===== src/sv/sha1md_pkg.sv =====
// Shared types and constants for the SHA-1 message digest block.
`default_nettype none

package sha1md_pkg;

	typedef logic [31:0] word_t;

	localparam int NUM_CHAIN  = 5;
	localparam int NUM_ROUNDS = 80;
	localparam int BLK_WORDS  = 16;

	localparam word_t SHA1_IV [NUM_CHAIN] = '{
		32'h67452301, 32'hEFCDAB89, 32'h98BADCFE, 32'h10325476, 32'hC3D2E1F0
	};

	localparam word_t K_R0 = 32'h5A827999;
	localparam word_t K_R1 = 32'h6ED9EBA1;
	localparam word_t K_R2 = 32'h8F1BBCDC;
	localparam word_t K_R3 = 32'hCA62C1D6;

	localparam logic [7:0] PAD_BYTE = 8'h80;

	// Requests from the framing logic to the compression core.
	typedef struct packed {
		logic  push;   // shift one schedule word into the block
		word_t word;
		logic  start;  // compress the sixteen words held
		logic  init;   // return the chaining value to the initial value
	} core_ctl_t;

	typedef struct packed {
		logic busy;
		logic done;    // one-cycle pulse after the chaining value is updated
	} core_sts_t;

endpackage

`default_nettype wire


===== src/sv/sha1md_core.sv =====
// SHA-1 compression core: schedule shift line and one shared round unit.
`default_nettype none

module sha1md_core
	import sha1md_pkg::*;
(
	input  wire logic      clk,
	input  wire logic      arst_n,
	input  wire core_ctl_t ctl,
	output core_sts_t      sts,
	output word_t          digest [NUM_CHAIN]
);

	typedef enum logic [1:0] {C_IDLE, C_ROUND, C_ADD} core_state_t;

	core_state_t state_q;
	logic [6:0]  rnd_q;
	logic        done_q;
	word_t       w_q [BLK_WORDS];
	word_t       h_q [NUM_CHAIN];
	word_t       a_q, b_q, c_q, d_q, e_q;

	word_t f_val, k_val, t_val, w_new, w_mix;

	always_comb begin
		priority if (rnd_q < 7'd20) begin
			f_val = (b_q & c_q) | (~b_q & d_q);
			k_val = K_R0;
		end else if (rnd_q < 7'd40) begin
			f_val = b_q ^ c_q ^ d_q;
			k_val = K_R1;
		end else if (rnd_q < 7'd60) begin
			f_val = (b_q & c_q) | (b_q & d_q) | (c_q & d_q);
			k_val = K_R2;
		end else begin
			f_val = b_q ^ c_q ^ d_q;
			k_val = K_R3;
		end
		t_val = {a_q[26:0], a_q[31:27]} + f_val + e_q + w_q[0] + k_val;
		// The window holds w[t..t+15]; the next word is w[t+16].
		w_mix = w_q[13] ^ w_q[8] ^ w_q[2] ^ w_q[0];
		w_new = {w_mix[30:0], w_mix[31]};
	end

	always_ff @(posedge clk or negedge arst_n) begin
		if (!arst_n) begin
			state_q <= C_IDLE;
			rnd_q   <= '0;
			done_q  <= 1'b0;
			h_q     <= SHA1_IV;
		end else begin
			done_q <= 1'b0;
			unique case (state_q)
				C_IDLE: begin
					if (ctl.push) begin
						for (int i = 0; i < BLK_WORDS - 1; i++) w_q[i] <= w_q[i + 1];
						w_q[BLK_WORDS - 1] <= ctl.word;
					end
					if (ctl.init) h_q <= SHA1_IV;
					if (ctl.start) begin
						a_q     <= h_q[0];
						b_q     <= h_q[1];
						c_q     <= h_q[2];
						d_q     <= h_q[3];
						e_q     <= h_q[4];
						rnd_q   <= '0;
						state_q <= C_ROUND;
					end
				end
				C_ROUND: begin
					for (int i = 0; i < BLK_WORDS - 1; i++) w_q[i] <= w_q[i + 1];
					w_q[BLK_WORDS - 1] <= w_new;
					a_q   <= t_val;
					b_q   <= a_q;
					c_q   <= {b_q[1:0], b_q[31:2]};
					d_q   <= c_q;
					e_q   <= d_q;
					rnd_q <= rnd_q + 7'd1;
					if (rnd_q == 7'(NUM_ROUNDS - 1)) state_q <= C_ADD;
				end
				C_ADD: begin
					h_q[0]  <= h_q[0] + a_q;
					h_q[1]  <= h_q[1] + b_q;
					h_q[2]  <= h_q[2] + c_q;
					h_q[3]  <= h_q[3] + d_q;
					h_q[4]  <= h_q[4] + e_q;
					done_q  <= 1'b1;
					state_q <= C_IDLE;
				end
				default: state_q <= C_IDLE;
			endcase
		end
	end

	assign sts.busy = (state_q != C_IDLE);
	assign sts.done = done_q;
	assign digest   = h_q;

`ifndef SYNTHESIS
	a_push_idle: assert property (@(posedge clk) disable iff (!arst_n)
		ctl.push |-> state_q == C_IDLE)
		else $error("schedule word pushed during compression");
	a_start_idle: assert property (@(posedge clk) disable iff (!arst_n)
		ctl.start |-> state_q == C_IDLE)
		else $error("compression started while busy");
	a_done_after_add: assert property (@(posedge clk) disable iff (!arst_n)
		done_q |-> $past(state_q == C_ADD))
		else $error("done pulse without a final add");
	a_round_range: assert property (@(posedge clk) disable iff (!arst_n)
		state_q == C_ROUND |-> rnd_q < 7'(NUM_ROUNDS))
		else $error("round counter out of range");
`endif

endmodule

`default_nettype wire


===== src/sv/sha1_message_digest.sv =====
// SHA-1 message digest: byte framing, padding and digest output around the core.
`default_nettype none

// Bytes arrive one per word on the slave stream; tlast closes the message and
// tuser set means the word carries no byte. Each full 64-byte block is
// compressed by one shared round unit, one round per cycle, in the steps start,
// 80 rounds, final add and done handshake, during which s_axis_tready is low.
// On the last word the block writes the padding and bit length one schedule
// word per cycle, pausing to compress the first block when an extra block is
// needed, then compresses and offers the five digest words H0 to H4 on the
// master stream, tlast on H4. After H4 is taken the chaining value and byte
// count return to their initial values.

module sha1_message_digest
	import sha1md_pkg::*;
(
	input  wire logic        clk,
	input  wire logic        arst_n,
	input  wire logic        s_axis_tvalid,
	output logic             s_axis_tready,
	input  wire logic [7:0]  s_axis_tdata,  // [7:0] data_byte
	input  wire logic        s_axis_tuser,  // [0] no_data
	input  wire logic        s_axis_tlast,  // end_of_message
	output logic             m_axis_tvalid,
	input  wire logic        m_axis_tready,
	output logic [31:0]      m_axis_tdata,  // [31:0] digest_word
	output logic             m_axis_tlast   // last_word
);

	typedef enum logic [2:0] {
		S_IDLE, S_START, S_WAIT, S_PAD, S_ZERO, S_LEN, S_OUT
	} state_t;

	state_t      state_q, after_q;
	logic [60:0] count_q;
	logic [23:0] acc_q;
	logic [4:0]  wcnt_q;
	logic [2:0]  out_idx_q;

	core_ctl_t ctl;
	core_sts_t sts;
	word_t     digest [NUM_CHAIN];

	logic  in_acc, out_acc, has_byte, last_out;
	logic  [5:0] pos;
	word_t pad_word;

	assign s_axis_tready = (state_q == S_IDLE);
	assign in_acc   = s_axis_tvalid & s_axis_tready;
	assign has_byte = in_acc & ~s_axis_tuser;
	assign pos      = count_q[5:0];
	assign m_axis_tvalid = (state_q == S_OUT);
	assign m_axis_tdata  = digest[out_idx_q];
	assign m_axis_tlast  = (out_idx_q == 3'(NUM_CHAIN - 1));
	assign out_acc  = m_axis_tvalid & m_axis_tready;
	assign last_out = out_acc & m_axis_tlast;

	// The partial word keeps its bytes right-aligned; the 0x80 marker follows them.
	always_comb begin
		unique case (count_q[1:0])
			2'd0: pad_word = {PAD_BYTE, 24'h0};
			2'd1: pad_word = {acc_q[7:0], PAD_BYTE, 16'h0};
			2'd2: pad_word = {acc_q[15:0], PAD_BYTE, 8'h0};
			2'd3: pad_word = {acc_q[23:0], PAD_BYTE};
			default: pad_word = '0;
		endcase
	end

	always_comb begin
		ctl.start = (state_q == S_START);
		ctl.init  = last_out;
		ctl.push  = (has_byte && pos[1:0] == 2'd3) || (state_q == S_PAD) ||
			(state_q == S_ZERO && wcnt_q != 5'(BLK_WORDS)) || (state_q == S_LEN);
		priority case (state_q)
			S_PAD:  ctl.word = pad_word;
			S_ZERO: ctl.word = (wcnt_q == 5'(BLK_WORDS - 2)) ? count_q[60:29] : '0;
			S_LEN:  ctl.word = {count_q[28:0], 3'b000};
			default: ctl.word = {acc_q, s_axis_tdata};
		endcase
	end

	sha1md_core u_core (
		.clk    (clk),
		.arst_n (arst_n),
		.ctl    (ctl),
		.sts    (sts),
		.digest (digest)
	);

	always_ff @(posedge clk or negedge arst_n) begin
		if (!arst_n) begin
			state_q   <= S_IDLE;
			after_q   <= S_IDLE;
			count_q   <= '0;
			wcnt_q    <= '0;
			out_idx_q <= '0;
		end else begin
			if (ctl.push) wcnt_q <= wcnt_q + 5'd1;
			unique case (state_q)
				S_IDLE: begin
					if (has_byte) begin
						acc_q   <= {acc_q[15:0], s_axis_tdata};
						count_q <= count_q + 61'd1;
					end
					if (has_byte && pos == 6'd63) begin
						state_q <= S_START;
						after_q <= s_axis_tlast ? S_PAD : S_IDLE;
					end else if (in_acc && s_axis_tlast) begin
						state_q <= S_PAD;
					end
				end
				S_START: begin
					wcnt_q  <= '0;
					state_q <= S_WAIT;
				end
				S_WAIT: begin
					if (sts.done) state_q <= after_q;
				end
				S_PAD: state_q <= S_ZERO;
				S_ZERO: begin
					if (wcnt_q == 5'(BLK_WORDS)) begin
						// Not enough room for the length: close this block first.
						state_q <= S_START;
						after_q <= S_ZERO;
					end else if (wcnt_q == 5'(BLK_WORDS - 2)) begin
						state_q <= S_LEN;
					end
				end
				S_LEN: begin
					state_q <= S_START;
					after_q <= S_OUT;
				end
				S_OUT: begin
					if (out_acc) begin
						if (last_out) begin
							out_idx_q <= '0;
							count_q   <= '0;
							state_q   <= S_IDLE;
						end else begin
							out_idx_q <= out_idx_q + 3'd1;
						end
					end
				end
				default: state_q <= S_IDLE;
			endcase
		end
	end

endmodule

`default_nettype wire


===== config.mk =====
export PLATFORM = sky130hd
export DESIGN_NAME = sha1_message_digest
export DESIGN_NICKNAME = d
export VERILOG_FILES = /design/src/sv/sha1md_pkg.sv /design/src/sv/sha1md_core.sv /design/src/sv/sha1_message_digest.sv
export SDC_FILE = /design/constraint.sdc
export NUM_CORES = 2
export LEC_CHECK = 0
export BUFFER_PORTS_ARGS = -buffer_cell sky130_fd_sc_hd__buf_2
export CAP_MARGIN = 15
export CORE_MARGIN = 2
export CORE_UTILIZATION = 60
export CTS_BUF_LIST = sky130_fd_sc_hd__clkbuf_16
export CTS_CLUSTER_DIAMETER = 80
export DETAILED_ROUTE_END_ITERATION = 7
export PLACE_DENSITY = 0.75
export SYNTH_ARGS = -nofsm -noshare
export SYNTH_HDL_FRONTEND = slang
export SYNTH_SLANG_ARGS = --single-unit

===== constraint.sdc =====
create_clock -name clk -period 15.85 [get_ports clk]
set_clock_uncertainty 0.1 [all_clocks]
set_input_delay 0.7925 -clock clk [delete_from_list [all_inputs] [get_ports clk]]
set_output_delay 0.7925 -clock clk [all_outputs]
set_load 0.03 [all_outputs]

==> PnR_summary.wiki <==
{| class="wikitable"
! Metric !! Value
|-
| Drt total wl || 117,000 um
|-
| #FFs+latches synth || 941
|-
| Critical Path Start Type || register
|-
| Layout cell share with drive strength beyond 1 || 7.94%
|-
| Crit path kind || reg -> reg
|-
| Reg-to-reg startpoint || u_core.rnd_q[3]
|-
| Critical path fanouts, max || 35
|-
| Portion of the clock cycle consumed by the worst path in the final layout || 47.4%
|-
| Total die area || 0.0837 sq mm
|-
| Post-synth cell types || 96
|-
| Max_slew headroom || 23.4%
|-
| Post-synth EDFFs || 696
|-
| Reg-to-reg slack, setup || 8.34 ns
|-
| Final Hold Vio Count || 0
|-
| I/O pins || 49
|-
| Commonest cells after routing, fill and taps aside || 696 x sky130_fd_sc_hd__edfxtp_1, 607 x sky130_fd_sc_hd__nand2_1, 323 x sky130_fd_sc_hd__nor2_1
|-
| Biggest area consumer among synthesized cells || sky130_fd_sc_hd__edfxtp_1
|-
| Maximum level of the CTS H-tree || 3
|-
| Post-route minimum period || 7.51 ns
|-
| Final Max Slew Viols || 0
|-
| Mapped cell area || 0.0489 sq mm
|-
| Detailed-route via count || 33,100
|-
| Grt total ovfl || 0
|-
| # DRC || 0
|-
| Syn_nets || 4,610
|-
| Global routing usage summed across all routing layers || 28.2%
|-
| Antenna violations before repair || 1
|-
| Via count of the first global-routing pass || 32,100
|-
| TritonCTS clock tree || done
|-
| Number of max-capacitance violations reported || 0
|-
| Proportion of register bits with asynchronous set or reset after synthesis || 26.0%
|-
| Result of the run || complete, no violations
|-
| Port-buffer cells || 48
|-
| Largest net degree at the start of global routing || 221
|-
| Setup TNS || 0 ns
|-
| FF-to-FF path depth || 24
|-
| Worst Max-Slew Pin Slew || 1.15 ns
|-
| Data arrival, critical path || 7.94 ns
|-
| Clock buffers created by TritonCTS || 96
|-
| Achievable clock frequency || 133 MHz
|-
| Hold crit path type || in -> async
|-
| Drt first-iter violations || 3,511
|-
| Via density per instance || 6.12
|-
| Setup violation total in the final timing report || 0
|-
| Worst path required time || 16.28 ns
|-
| Half-perimeter wire length after detailed placement || 79,700 um
|-
| Area of the core region || 0.0805 sq mm
|-
| Most common cell after layout, fill and taps aside || sky130_fd_sc_hd__edfxtp_1
|-
| Antenna Nets Post-Route || 0
|-
| Starting density of the core || 60.7%
|-
| Die Height || 289 um
|-
| Mapped Avg Cell Area || 11.5 sq um
|-
| Number of setup buffers added after CTS || 0
|-
| End of the worst register-to-register path || u_core.a_q[30]
|-
| Cell types with the largest area share after synthesis || sky130_fd_sc_hd__edfxtp_1 43%, sky130_fd_sc_hd__dfrtp_1 8.5%, sky130_fd_sc_hd__ha_1 5.9%
|-
| Synthesized instance count || 4,242
|-
| Signed area change from the synthesized netlist to the final layout || 9.23%
|-
| Count of clock tree sinks || 941
|-
| Root buf cell || sky130_fd_sc_hd__clkbuf_16
|-
| # resized after CTS || 0
|-
| Flip-flop cell with the highest count after synthesis || sky130_fd_sc_hd__edfxtp_1
|-
| Clock latency on the worst-skew pair || 0.67 ns
|-
| Detail-routed net length per standard cell || 21.6 um
|-
| Die Span X || 289 um
|-
| Detailed Routing Iterations Pass 1 || 8
|-
| Clock-pin slew on the worst setup and hold paths || 0.06 ns
|-
| Gp weighted congestion || 0.965
|-
| Number of warnings issued by yosys || 0
|-
| Number of buffers added to fix hold violations after cts || 0
|-
| Row cnt || 104
|-
| First-pass GRT wire length || 182,000 um
|-
| Type of element capturing the critical path || register
|-
| Sequential area share after synthesis || 55.5%
|-
| RSZ-0062 raised after global routing || no
|-
| Number of nets at the end of the flow || 4,642
|-
| Clock Path Buffers || 3
|-
| Portion of synthesized cell area occupied by the leading cell type || 42.8%
|}
critical path: stages, from the launching register on:
cell and delay, ns:
sky130_fd_sc_hd__dfrtp_1 0.48, sky130_fd_sc_hd__a41oi_1 0.53, sky130_fd_sc_hd__inv_1 0.34, sky130_fd_sc_hd__nor2_1 0.28, sky130_fd_sc_hd__inv_2 0.33, sky130_fd_sc_hd__nand2_1 0.17, sky130_fd_sc_hd__buf_4 0.39, sky130_fd_sc_hd__nor2_1 0.07
sky130_fd_sc_hd__nor2_1 0.15, sky130_fd_sc_hd__fa_1 0.45, sky130_fd_sc_hd__fa_1 0.50, sky130_fd_sc_hd__inv_1 0.05, sky130_fd_sc_hd__fa_1 0.48, sky130_fd_sc_hd__inv_1 0.04, sky130_fd_sc_hd__ha_1 0.31, sky130_fd_sc_hd__o21ai_1 0.18
sky130_fd_sc_hd__nor2_1 0.09, sky130_fd_sc_hd__a311oi_1 0.46, sky130_fd_sc_hd__a21oi_1 0.21, sky130_fd_sc_hd__o31ai_1 0.49, sky130_fd_sc_hd__a31oi_1 0.21, sky130_fd_sc_hd__o2111ai_2 0.28, sky130_fd_sc_hd__a31oi_1 0.15, sky130_fd_sc_hd__or4b_1 0.48
sky130_fd_sc_hd__nand3_1 0.09
Yosys cell counts, types with 40 or more instances:
cell type                  instances
sky130_fd_sc_hd__a21o_1           83
sky130_fd_sc_hd__a21oi_1         288
sky130_fd_sc_hd__clkbuf_1        119
sky130_fd_sc_hd__dfrtp_1         165
sky130_fd_sc_hd__dfstp_2          80
sky130_fd_sc_hd__edfxtp_1        696
sky130_fd_sc_hd__fa_1            124
sky130_fd_sc_hd__ha_1            230
sky130_fd_sc_hd__inv_1           219
sky130_fd_sc_hd__mux2i_1          71
sky130_fd_sc_hd__nand2_1         607
sky130_fd_sc_hd__nand3_1          61
sky130_fd_sc_hd__nor2_1          325
sky130_fd_sc_hd__nor2b_1          52
sky130_fd_sc_hd__o21ai_0         212
sky130_fd_sc_hd__o22ai_1          40
sky130_fd_sc_hd__xnor2_1         149
sky130_fd_sc_hd__xor2_1          146
per-layer routing:
metal / wire (um) / part of all wire [%] / GRT usage, % / vias up
li1: - / - / - / 15300
met1: 51600 / 44 / 41.9 / 16300
met2: 52100 / 44 / 42.6 / 1307
met3: 8760 / 7.5 / 3.80 / 232
met4: 4750 / 4.1 / 10.8 / 0
met5: 0 / 0 / 0 / -
area by class of cell:
type	count	area, sq um
Inverter	220	827
Timing Repair Buffer	78	508
Sequential cell	941	27100
Clock buffer	96	2400
Multi-Input combinational cell	2937	20400
Antenna cell	1	2.50
Tap cell	1060	1330
Fill cell	5981	27200
Clock inverter	84	763
sequential cells by signal (all words and copies together) (netlist names):
signal / count
acc_q: 24
after_q: 3
count_q: 61
out_idx_q: 3
state_q: 3
u_core.a_q: 32
u_core.b_q: 32
u_core.c_q: 32
u_core.d_q: 32
u_core.digest: 160
u_core.done_q: 1
u_core.e_q: 32
u_core.rnd_q: 7
u_core.state_q: 2
u_core.w_q: 512
wcnt_q: 5
metrics by stage:
stage / setup WS, ns / area [sq um] / hold slack, ns / util, % / std cells
floorplan: 2.43 / 48900 / 0.300 / - / 4242
global placement: 8.63 / 50200 / 0.300 / 62.3 / 5235
detailed placement: 8.50 / 50200 / 0.305 / 62.3 / 5235
CTS: 8.45 / 53400 / 0.0326 / 66.2 / 5415
global route: 7.80 / 53400 / 0.0588 / 66.3 / 5416
finish: 8.34 / 53400 / 0.0314 / 66.3 / 5417
worst max path at each step:
stage	startpoint	endpoint	slack [ns]	depth (start not counted)
6_report	u_core.rnd_q[3]	u_core.a_q[30]	8.34	24
4_1_cts	u_core.rnd_q[3]	u_core.a_q[27]	8.45	26
5_1_grt	u_core.rnd_q[3]	u_core.a_q[30]	7.80	24
3_3_place_gp	u_core.rnd_q[3]	u_core.a_q[30]	8.63	24
2_1_floorplan	s_axis_tvalid	u_core.w_q[0][0]	2.43	9
3_5_place_dp	u_core.rnd_q[4]	u_core.a_q[27]	8.50	26
cell families (layout without fill, tap and decap cells):
| family | count (synthesis) | after routing | synth area share [%] |
|---|---|---|---|
| muxes | 73 | 73 | 1.50 |
| other | 0 | 1 | 0 |
| and+or+nand+nor | 1267 | 1267 | 11.6 |
| buffers and inverters | 364 | 478 | 2.82 |
| xor gates and xnor gates | 295 | 295 | 5.29 |
| adders and majority gates | 354 | 354 | 11.0 |
| DFF | 941 | 941 | 55.5 |
| AOI/OAI and AO/OA | 948 | 948 | 12.3 |
Power is not shown: default switching activity piles up to over one toggle a cycle in this logic, so the estimate is an artifact.
